File: config.mk
export PLATFORM = sky130hd
export DESIGN_NAME = cbor_stream_decoder_flat
export DESIGN_NICKNAME = d
export VERILOG_FILES = /design/src/sv/csd_pkg.sv /design/src/sv/csd_stream_if.sv /design/src/sv/csd_in_stage.sv /design/src/sv/csd_parser.sv /design/src/sv/csd_out_stage.sv /design/src/sv/cbor_stream_decoder.sv /design/src/flat_wrapper.sv
export SDC_FILE = /design/constraint.sdc
export NUM_CORES = 1
export LEC_CHECK = 0
export ABC_AREA = 1
export BUFFER_PORTS_ARGS = -buffer_cell sky130_fd_sc_hd__buf_4
export CORE_AREA = 3 3 150 123
export DETAILED_ROUTE_END_ITERATION = 10
export DIE_AREA = 0 0 153 126
export GPL_TIMING_DRIVEN = 0
export PLACE_DENSITY = 0.84
export REMOVE_ABC_BUFFERS = 1
export SLEW_MARGIN = 15
export SYNTH_ARGS = -nofsm -noshare
export SYNTH_HDL_FRONTEND = slang
export SYNTH_SLANG_ARGS = --single-unit
File: constraint.sdc
create_clock -name clk_i -period 13.3 [get_ports clk_i]
set_clock_uncertainty 0.05 [all_clocks]
set_input_delay 1.33 -clock clk_i [delete_from_list [all_inputs] [get_ports clk_i]]
set_output_delay 1.33 -clock clk_i [all_outputs]
set_load 0.05 [all_outputs]
File: src/sv/csd_pkg.sv
`timescale 1ns / 1ps
// csd_pkg: shared types and codes for the cbor stream decoder
// no dependencies

package csd_pkg;

  localparam int unsigned ArgW = 64;
  localparam int unsigned LenW = 32;

  localparam logic [4:0] INFO_ONE_BYTE   = 5'd24;
  localparam logic [4:0] INFO_EIGHT_BYTE = 5'd27;

  localparam logic [2:0] MAJOR_BYTES = 3'd2;
  localparam logic [2:0] MAJOR_TEXT  = 3'd3;
  localparam logic [2:0] MAJOR_MAP   = 3'd5;

  localparam logic [3:0] KIND_PAYLOAD = 4'd8;
  localparam logic [3:0] KIND_ERROR   = 4'd9;

  localparam logic ERR_RESERVED_INFO = 1'b0;
  localparam logic ERR_LONG_LENGTH   = 1'b1;

  typedef struct packed {
    logic [3:0]      kind;
    logic [ArgW-1:0] arg;
    logic [7:0]      pbyte;
    logic            plast;
    logic            ecode;
  } csd_event_t;

  typedef struct packed {
    logic err_mode;
    logic in_payload;
  } csd_status_t;

endpackage

File: src/sv/csd_stream_if.sv
`timescale 1ns / 1ps
// csd_byte_if and csd_event_if: valid/ready channels of the decoder
// depends on csd_pkg for the argument width

interface csd_byte_if;
  logic       valid;
  logic       ready;
  logic [7:0] in_byte;

  modport source (output valid, output in_byte, input ready);
  modport sink (input valid, input in_byte, output ready);
endinterface

interface csd_event_if;
  logic                    valid;
  logic                    ready;
  logic [3:0]              event_kind;
  logic [csd_pkg::ArgW-1:0] arg_value;
  logic [7:0]              payload_byte;
  logic                    payload_last;
  logic                    error_code;

  modport source (
    output valid, output event_kind, output arg_value, output payload_byte,
    output payload_last, output error_code, input ready
  );
  modport sink (
    input valid, input event_kind, input arg_value, input payload_byte,
    input payload_last, input error_code, output ready
  );
endinterface

File: src/sv/csd_in_stage.sv
`timescale 1ns / 1ps
// csd_in_stage: input register of the decoder
// depends on csd_byte_if

module csd_in_stage (
  input  logic         clk_i,
  input  logic         rst_ni,
  csd_byte_if.sink     in_i,
  input  logic         out_free_i,
  output logic         step_o,
  output logic [7:0]   byte_o
);

  logic       valid_q;
  logic       valid_d;
  logic [7:0] byte_q;

  assign step_o     = valid_q && out_free_i;
  assign in_i.ready = !valid_q || out_free_i;
  assign byte_o     = byte_q;

  always_comb begin
    valid_d = valid_q;
    if (in_i.ready) begin
      valid_d = in_i.valid;
    end
  end

  always_ff @(posedge clk_i or negedge rst_ni) begin
    if (!rst_ni) begin
      valid_q <= 1'b0;
    end else begin
      valid_q <= valid_d;
    end
  end

  always_ff @(posedge clk_i) begin
    if (in_i.ready && in_i.valid) begin
      byte_q <= in_i.in_byte;
    end
  end

endmodule

File: src/sv/csd_parser.sv
`timescale 1ns / 1ps
// csd_parser: head, argument and payload state machine of the decoder
// depends on csd_pkg

module csd_parser (
  input  logic                 clk_i,
  input  logic                 rst_ni,
  input  logic                 step_i,
  input  logic [7:0]           byte_i,
  output logic                 ev_valid_o,
  output csd_pkg::csd_event_t  ev_o,
  output csd_pkg::csd_status_t status_o
);
  import csd_pkg::*;

  typedef enum logic [1:0] {
    MODE_HEADER,
    MODE_ARG,
    MODE_PAYLOAD,
    MODE_ERROR
  } mode_e;

  mode_e           mode_q, mode_d;
  logic [2:0]      major_q, major_d;
  logic [3:0]      left_q, left_d;
  logic [ArgW-1:0] accum_q, accum_d;
  logic [LenW-1:0] plen_q, plen_d;

  logic            found;
  logic            fin;
  logic [2:0]      fin_major;
  logic [ArgW-1:0] fin_arg;
  logic [2:0]      hd_major;
  logic [4:0]      hd_info;
  logic [3:0]      left_dec;
  logic [LenW-1:0] plen_dec;

  assign hd_major = byte_i[7:5];
  assign hd_info  = byte_i[4:0];
  assign left_dec = left_q - 4'd1;
  assign plen_dec = plen_q - LenW'(1);

  always_comb begin
    mode_d    = mode_q;
    major_d   = major_q;
    left_d    = left_q;
    accum_d   = accum_q;
    plen_d    = plen_q;
    found     = 1'b0;
    fin       = 1'b0;
    fin_major = major_q;
    fin_arg   = accum_q;
    ev_o      = '0;

    unique case (mode_q)
      MODE_HEADER: begin
        major_d = hd_major;
        if (hd_info < INFO_ONE_BYTE) begin
          fin       = 1'b1;
          fin_major = hd_major;
          fin_arg   = ArgW'(hd_info);
        end else if (hd_info > INFO_EIGHT_BYTE) begin
          found    = 1'b1;
          mode_d   = MODE_ERROR;
          ev_o.kind  = KIND_ERROR;
          ev_o.ecode = ERR_RESERVED_INFO;
        end else if (hd_info == INFO_EIGHT_BYTE && hd_major >= MAJOR_BYTES &&
                     hd_major <= MAJOR_MAP) begin
          found    = 1'b1;
          mode_d   = MODE_ERROR;
          ev_o.kind  = KIND_ERROR;
          ev_o.ecode = ERR_LONG_LENGTH;
        end else begin
          left_d  = 4'd1 << hd_info[1:0];
          accum_d = '0;
          mode_d  = MODE_ARG;
        end
      end
      MODE_ARG: begin
        accum_d = {accum_q[ArgW-9:0], byte_i};
        left_d  = left_dec;
        if (left_dec == 4'd0) begin
          fin       = 1'b1;
          fin_major = major_q;
          fin_arg   = {accum_q[ArgW-9:0], byte_i};
        end
      end
      MODE_PAYLOAD: begin
        found      = 1'b1;
        plen_d     = plen_dec;
        ev_o.kind  = KIND_PAYLOAD;
        ev_o.pbyte = byte_i;
        ev_o.plast = (plen_dec == '0);
        if (plen_dec == '0) begin
          mode_d = MODE_HEADER;
        end
      end
      MODE_ERROR: begin
        mode_d = MODE_ERROR;
      end
      default: begin
        mode_d = MODE_ERROR;
      end
    endcase

    if (fin) begin
      found     = 1'b1;
      mode_d    = MODE_HEADER;
      ev_o.kind = {1'b0, fin_major};
      ev_o.arg  = fin_arg;
      if (fin_major == MAJOR_BYTES || fin_major == MAJOR_TEXT) begin
        plen_d = fin_arg[LenW-1:0];
        if (fin_arg[LenW-1:0] != '0) begin
          mode_d = MODE_PAYLOAD;
        end
      end
    end
  end

  assign ev_valid_o          = step_i && found;
  assign status_o.err_mode   = (mode_q == MODE_ERROR);
  assign status_o.in_payload = (mode_q == MODE_PAYLOAD);

  always_ff @(posedge clk_i or negedge rst_ni) begin
    if (!rst_ni) begin
      mode_q  <= MODE_HEADER;
      major_q <= '0;
      left_q  <= '0;
      plen_q  <= '0;
    end else if (step_i) begin
      mode_q  <= mode_d;
      major_q <= major_d;
      left_q  <= left_d;
      plen_q  <= plen_d;
    end
  end

  always_ff @(posedge clk_i) begin
    if (step_i) begin
      accum_q <= accum_d;
    end
  end

endmodule

File: src/sv/csd_out_stage.sv
`timescale 1ns / 1ps
// csd_out_stage: result register driving the event channel
// depends on csd_pkg and csd_event_if

module csd_out_stage (
  input  logic                clk_i,
  input  logic                rst_ni,
  input  logic                step_i,
  input  logic                ev_valid_i,
  input  csd_pkg::csd_event_t ev_i,
  output logic                out_free_o,
  csd_event_if.source         out_o
);
  import csd_pkg::*;

  logic       valid_q;
  logic       valid_d;
  csd_event_t ev_q;

  assign out_free_o = !valid_q || out_o.ready;

  always_comb begin
    valid_d = valid_q;
    if (step_i) begin
      valid_d = ev_valid_i;
    end else if (out_o.ready) begin
      valid_d = 1'b0;
    end
  end

  always_ff @(posedge clk_i or negedge rst_ni) begin
    if (!rst_ni) begin
      valid_q <= 1'b0;
    end else begin
      valid_q <= valid_d;
    end
  end

  always_ff @(posedge clk_i) begin
    if (step_i && ev_valid_i) begin
      ev_q <= ev_i;
    end
  end

  assign out_o.valid        = valid_q;
  assign out_o.event_kind   = ev_q.kind;
  assign out_o.arg_value    = ev_q.arg;
  assign out_o.payload_byte = ev_q.pbyte;
  assign out_o.payload_last = ev_q.plast;
  assign out_o.error_code   = ev_q.ecode;

endmodule

File: src/sv/cbor_stream_decoder.sv
`timescale 1ns / 1ps
// cbor_stream_decoder: streaming cbor head decoder, one stream byte per item
// depends on csd_pkg, csd_stream_if, csd_in_stage, csd_parser, csd_out_stage
//
// usage:
//   in_i carries one encoded byte per item; out_o carries one event per
//   completed head, one per string payload byte, or a single error event.
//   bytes that only extend an argument give no event; after an error every
//   later byte is taken and dropped until reset.
// path: an accepted byte waits in the input register, then the parser feeds its
//   event into the result register that drives out_o.
// throughput: one byte per cycle while out_o takes events, set by the combinational
//   parser update between the input register and the result register.
// reset: returns to head parsing with both registers empty; no clearing
//   pass is needed.
// stalls: while out_o holds an event that is not taken, the pending byte
//   waits in the input register and in_i.ready drops once that is full;
//   holding the byte keeps every event in order with none lost.

module cbor_stream_decoder (
  input  logic        clk_i,
  input  logic        rst_ni,
  csd_byte_if.sink    in_i,
  csd_event_if.source out_o
);
  import csd_pkg::*;

  logic        step;
  logic [7:0]  s1_byte;
  logic        out_free;
  logic        ev_valid;
  csd_event_t  ev;
  csd_status_t status;

  csd_in_stage u_in (
    .clk_i      (clk_i),
    .rst_ni     (rst_ni),
    .in_i       (in_i),
    .out_free_i (out_free),
    .step_o     (step),
    .byte_o     (s1_byte)
  );

  csd_parser u_parser (
    .clk_i      (clk_i),
    .rst_ni     (rst_ni),
    .step_i     (step),
    .byte_i     (s1_byte),
    .ev_valid_o (ev_valid),
    .ev_o       (ev),
    .status_o   (status)
  );

  csd_out_stage u_out (
    .clk_i      (clk_i),
    .rst_ni     (rst_ni),
    .step_i     (step),
    .ev_valid_i (ev_valid),
    .ev_i       (ev),
    .out_free_o (out_free),
    .out_o      (out_o)
  );

`ifndef SYNTHESIS
  a_err_sticky : assert property (@(posedge clk_i) disable iff (!rst_ni)
    status.err_mode |=> status.err_mode)
    else $error("error mode left without reset");

  a_err_silent : assert property (@(posedge clk_i) disable iff (!rst_ni)
    status.err_mode |-> !ev_valid)
    else $error("event produced in error mode");

  a_last_kind : assert property (@(posedge clk_i) disable iff (!rst_ni)
    (out_o.valid && out_o.payload_last) |-> (out_o.event_kind == KIND_PAYLOAD))
    else $error("last flag on a non-payload event");

  a_step_room : assert property (@(posedge clk_i) disable iff (!rst_ni)
    (out_o.valid && !out_o.ready) |-> !step)
    else $error("parser advanced into a stalled result register");

  a_payload_kind : assert property (@(posedge clk_i) disable iff (!rst_ni)
    (status.in_payload && ev_valid) |-> (ev.kind == KIND_PAYLOAD))
    else $error("non-payload event inside a string");
`endif

endmodule

File: src/flat_wrapper.sv
// flat-port wrapper written by rule: the top's interface ports become plain ports
module cbor_stream_decoder_flat import csd_pkg::*;
  (clk_i, rst_ni, in_i_valid, in_i_in_byte, in_i_ready, out_o_valid, out_o_event_kind, out_o_arg_value, out_o_payload_byte, out_o_payload_last, out_o_error_code, out_o_ready);
  csd_byte_if in_i_i ();
  csd_event_if out_o_i ();
  input  logic clk_i;
  input  logic rst_ni;
  input wire logic [$bits(in_i_i.valid)-1:0] in_i_valid;
  input wire logic [$bits(in_i_i.in_byte)-1:0] in_i_in_byte;
  output wire logic [$bits(in_i_i.ready)-1:0] in_i_ready;
  output wire logic [$bits(out_o_i.valid)-1:0] out_o_valid;
  output wire logic [$bits(out_o_i.event_kind)-1:0] out_o_event_kind;
  output wire logic [$bits(out_o_i.arg_value)-1:0] out_o_arg_value;
  output wire logic [$bits(out_o_i.payload_byte)-1:0] out_o_payload_byte;
  output wire logic [$bits(out_o_i.payload_last)-1:0] out_o_payload_last;
  output wire logic [$bits(out_o_i.error_code)-1:0] out_o_error_code;
  input wire logic [$bits(out_o_i.ready)-1:0] out_o_ready;
  assign in_i_i.valid = in_i_valid;
  assign in_i_i.in_byte = in_i_in_byte;
  assign in_i_ready = in_i_i.ready;
  assign out_o_valid = out_o_i.valid;
  assign out_o_event_kind = out_o_i.event_kind;
  assign out_o_arg_value = out_o_i.arg_value;
  assign out_o_payload_byte = out_o_i.payload_byte;
  assign out_o_payload_last = out_o_i.payload_last;
  assign out_o_error_code = out_o_i.error_code;
  assign out_o_i.ready = out_o_ready;
  cbor_stream_decoder u_core (.clk_i(clk_i), .rst_ni(rst_ni), .in_i(in_i_i), .out_o(out_o_i));
endmodule
==> key figures <==
Timing
  • Final period util: 0.329
  • Number of hold violations in the final report: 0
  • Post-layout minimum cycle time: 4.37 ns
  • Final slew viol count: 0
  • Worst-case setup margin in the final layout: 8.93 ns
  • Summed negative setup slack over all endpoints: 0 ns
  • Setup repair after global routing missed its margin: no
  • Fmax: 229 MHz
  • Number of endpoints failing setup at the final stage: 0
  • Slew @ Worst Pin: 1.14 ns
  • Relative slew slack: 0.237

Worst setup path
  • Startpoint Class: flop
  • Signal arrival time at the worst endpoint: 4.65 ns
  • Critical path start-end classification: reg -> reg
  • Critical-path maximum fanout: 52
  • Critical path data required time: 13.58 ns
  • Type of element capturing the critical path: flop

Detailed routing
  • Post-detailed-route via-to-cell ratio: 5.60
  • DRT antenna net count: 0
  • Router iterations before antenna repair: 7
  • Number of remaining DRC errors: 0
  • Iteration-0 DRC count of the detailed router: 955
  • Detail-routed net length per standard cell: 16.6 um
  • Detailed-route wire length: 23.0 mm
  • Number of vias in the routed layout: 7750

Job
  • Number of maximum-capacitance constraint violations: 0

Logic synthesis
  • Synth unique cells: 35
  • Number of synthesized flops with an enable pin: 142
  • Proportion of synthesized chip area in sequential cells: 0.574
  • Area leader, netlist: sky130_fd_sc_hd__edfxtp_1
  • Synthesized netlist cell count: 1071
  • Number of warnings issued by yosys: 0
  • Area contributors post-synth: sky130_fd_sc_hd__edfxtp_1 (46%), sky130_fd_sc_hd__dfrtp_1 (12%), sky130_fd_sc_hd__nand2_1 (7.8%)
  • Proportion of netlist area held by the largest area contributor: 0.459
  • Synthesized area divided by synthesized cell count: 8.68 um2
  • Most used flip-flop cell after synthesis: sky130_fd_sc_hd__edfxtp_1
  • Cell area after synthesis: 9300 um2
  • Synth async-reset ratio: 0.232
  • Most frequent cells after synthesis: sky130_fd_sc_hd__nand2_1 (193), sky130_fd_sc_hd__nor2_1 (193), sky130_fd_sc_hd__inv_1 (156)
  • Synthesis-stage register bit count: 185

Die
  • Std-Cell Rows: 43
  • Die area: 19300 um2
  • Floorplan die height: 126 um
  • Boundary pin count: 92
  • Core Region: 17200 um2
  • Initial Util: 0.542
  • Die span in x: 153 um

Finish
  • N_diodes: 0
  • Synthesis-to-finish area growth: 17.0%
  • Number of filler instances in the final layout: 1379
  • Area of combinational cells with multiple inputs: 3160 um2
  • Ratio of cells with drive above 1 in the final layout: 0.139
  • Layout Nets: 1163
  • Storage cell area: 5340 um2

Global routing
  • Maximum number of pins on one net before global-route repair: 73
  • Overflow after GRT: 0
  • Overall track demand over capacity in global routing: 0.247
  • First-pass GRT wire length: 37.8 mm
  • Via count of the first global-routing pass: 7476
  • Antenna violations before repair: 0

Clock network
  • Postcts setup bufs: 0
  • Cts bufs inserted: 17
  • CTS HTree Levels: 4
  • Clock sink total: 185
  • CTS tree: done
  • Reg clk slew, reported paths: 0.07 ns
  • Root buffer cell: sky130_fd_sc_hd__clkbuf_16
  • Hold-fix buffers, CTS: 0
  • Post-CTS resize count: 0
  • Clock latency on the worst-skew pair: 0.44 ns
  • Worst-case clock buffer depth: 2

Power and ir drop
  • Leak pwr: 0.00494 uW
  • Power density over cell area: 256 nW/um2
  • Peak supply drop: 0.182 mV

Placement
  • Placed wire-length estimate after detailed placement: 15.7 mm
  • Last weighted congestion value of the routability-driven placer: 0.967
  • Pre-CTS setup slack: 8.98 ns
  • Count of port buffers added during placement: 91

Min path
  • Worst min-delay path category: reg -> reg

Outcome
  • Run status: complete, no violations
==> metrics by stage <==
| stage | cells | power [uW] | hold WS, ns | util | area (um2) |
|---|---|---|---|---|---|
| final | 1385 | 2790 | 0.470 | 0.634 | 10900 |
| after global routing | 1385 | 2960 | 0.506 | 0.634 | 10900 |
| after CTS | 1385 | 2780 | 0.464 | 0.634 | 10900 |
| after detailed placement | 1353 | 2260 | 0.427 | 0.599 | 10300 |
| after global placement | 1346 | 2210 | 0.419 | 0.588 | 10100 |
| after floorplan | 1030 | 1870 | 0.403 | - | 9120 |
==> power breakdown <==
group	switching [uW]	internal, uW
registers	108	855
clock network	247	270
logic	940	367
==> final timing paths <==
check,start,endpoint,slack [ns],cells past startpoint
worst max register to register,u_core.u_parser.left_q[0],u_core.u_parser.plen_q[25],8.93,15
worst min-delay path,u_core.u_parser.major_q[2],u_core.u_parser.major_q[2],0.47,2
worst max-delay path,u_core.u_parser.left_q[0],u_core.u_parser.plen_q[25],8.93,15
max in group asynchronous,rst_ni,u_core.u_parser.plen_q[26],11.93,1
worst min register to register,u_core.u_parser.major_q[2],u_core.u_parser.major_q[2],0.47,2
min in group asynchronous,rst_ni,u_core.u_parser.plen_q[1],0.85,1
==> cell usage in the layout (no fill, tap or decap), types with 5 or more instances in the layout <==
master	count
sky130_fd_sc_hd__o22ai_1	19
sky130_fd_sc_hd__nand4_1	21
sky130_fd_sc_hd__dfrtp_1	43
sky130_fd_sc_hd__nor3_1	15
sky130_fd_sc_hd__a21oi_1	27
sky130_fd_sc_hd__buf_4	91
sky130_fd_sc_hd__nand2_2	5
sky130_fd_sc_hd__o21ai_1	34
sky130_fd_sc_hd__o211ai_1	12
sky130_fd_sc_hd__edfxtp_1	142
sky130_fd_sc_hd__nor2_4	5
sky130_fd_sc_hd__inv_2	12
sky130_fd_sc_hd__o21ai_0	46
sky130_fd_sc_hd__nand2_1	193
sky130_fd_sc_hd__nand3_1	63
sky130_fd_sc_hd__nor2_1	191
sky130_fd_sc_hd__inv_1	155
sky130_fd_sc_hd__xor2_1	15
sky130_fd_sc_hd__clkbuf_16	17
==> flip-flops by register name, summed over array words and instances (netlist names), named ones only <==
register / count
u_core.u_parser.plen_q: 32
u_core.u_out.out_o.payload_last: 1
u_core.u_out.out_o.error_code: 1
u_core.u_in.byte_o: 8
u_core.u_out.out_o.valid: 1
u_core.u_out.out_o.payload_byte: 8
u_core.u_in.valid_q: 1
u_core.u_parser.mode_q: 1
u_core.u_out.out_o.arg_value: 64
u_core.u_parser.accum_q: 56
u_core.u_parser.left_q: 4
u_core.u_out.out_o.event_kind: 4
u_core.u_parser.major_q: 3
==> cells by family (layout without fill, tap and decap cells) <==
kind of cell,count (synthesis),in the layout,share of synthesized area
and+or+nand+nor,506,506,0.229
AOI/OAI and AO/OA,147,147,0.0872
buffers and inverters,212,301,0.0882
DFF,185,185,0.574
adders and majority gates,4,4,0.00538
xor gates and xnor gates,17,17,0.0160
==> critical path: stages (launching register included) <==
cell                      delay (ns)
sky130_fd_sc_hd__dfrtp_1        0.39
sky130_fd_sc_hd__inv_1          0.13
sky130_fd_sc_hd__ha_1           0.19
sky130_fd_sc_hd__inv_1          0.04
sky130_fd_sc_hd__nand2_1        0.04
sky130_fd_sc_hd__nand2_1        0.09
sky130_fd_sc_hd__nor2_4         0.19
sky130_fd_sc_hd__nand3_2        0.89
sky130_fd_sc_hd__nand2_2        0.39
sky130_fd_sc_hd__inv_2          0.14
sky130_fd_sc_hd__a21oi_2        0.17
sky130_fd_sc_hd__nand2_2        0.54
sky130_fd_sc_hd__inv_2          0.59
sky130_fd_sc_hd__nand3_1        0.14
sky130_fd_sc_hd__nand2_1        0.14
sky130_fd_sc_hd__o22ai_1        0.10
==> final cells by class <==
class / count / area share
clock buffer: 17 / 0.0391
clock inverter: 15 / 0.0167
inverter: 171 / 0.0591
multi-input combinational: 674 / 0.291
sequential: 185 / 0.491
tap: 225 / 0.0259
timing repair buffer: 98 / 0.0777
==> routing by layer <==
metal | vias up | GRT usage | routed length, um
met5 | - | 0 | 0
met4 | 0 | 0.0995 | 750
met3 | 60 | 0.0512 | 1950
met2 | 405 | 0.391 | 10700
met1 | 3619 | 0.336 | 9600
li1 | 3666 | - | -
Power figures use the tool's default switching activity.
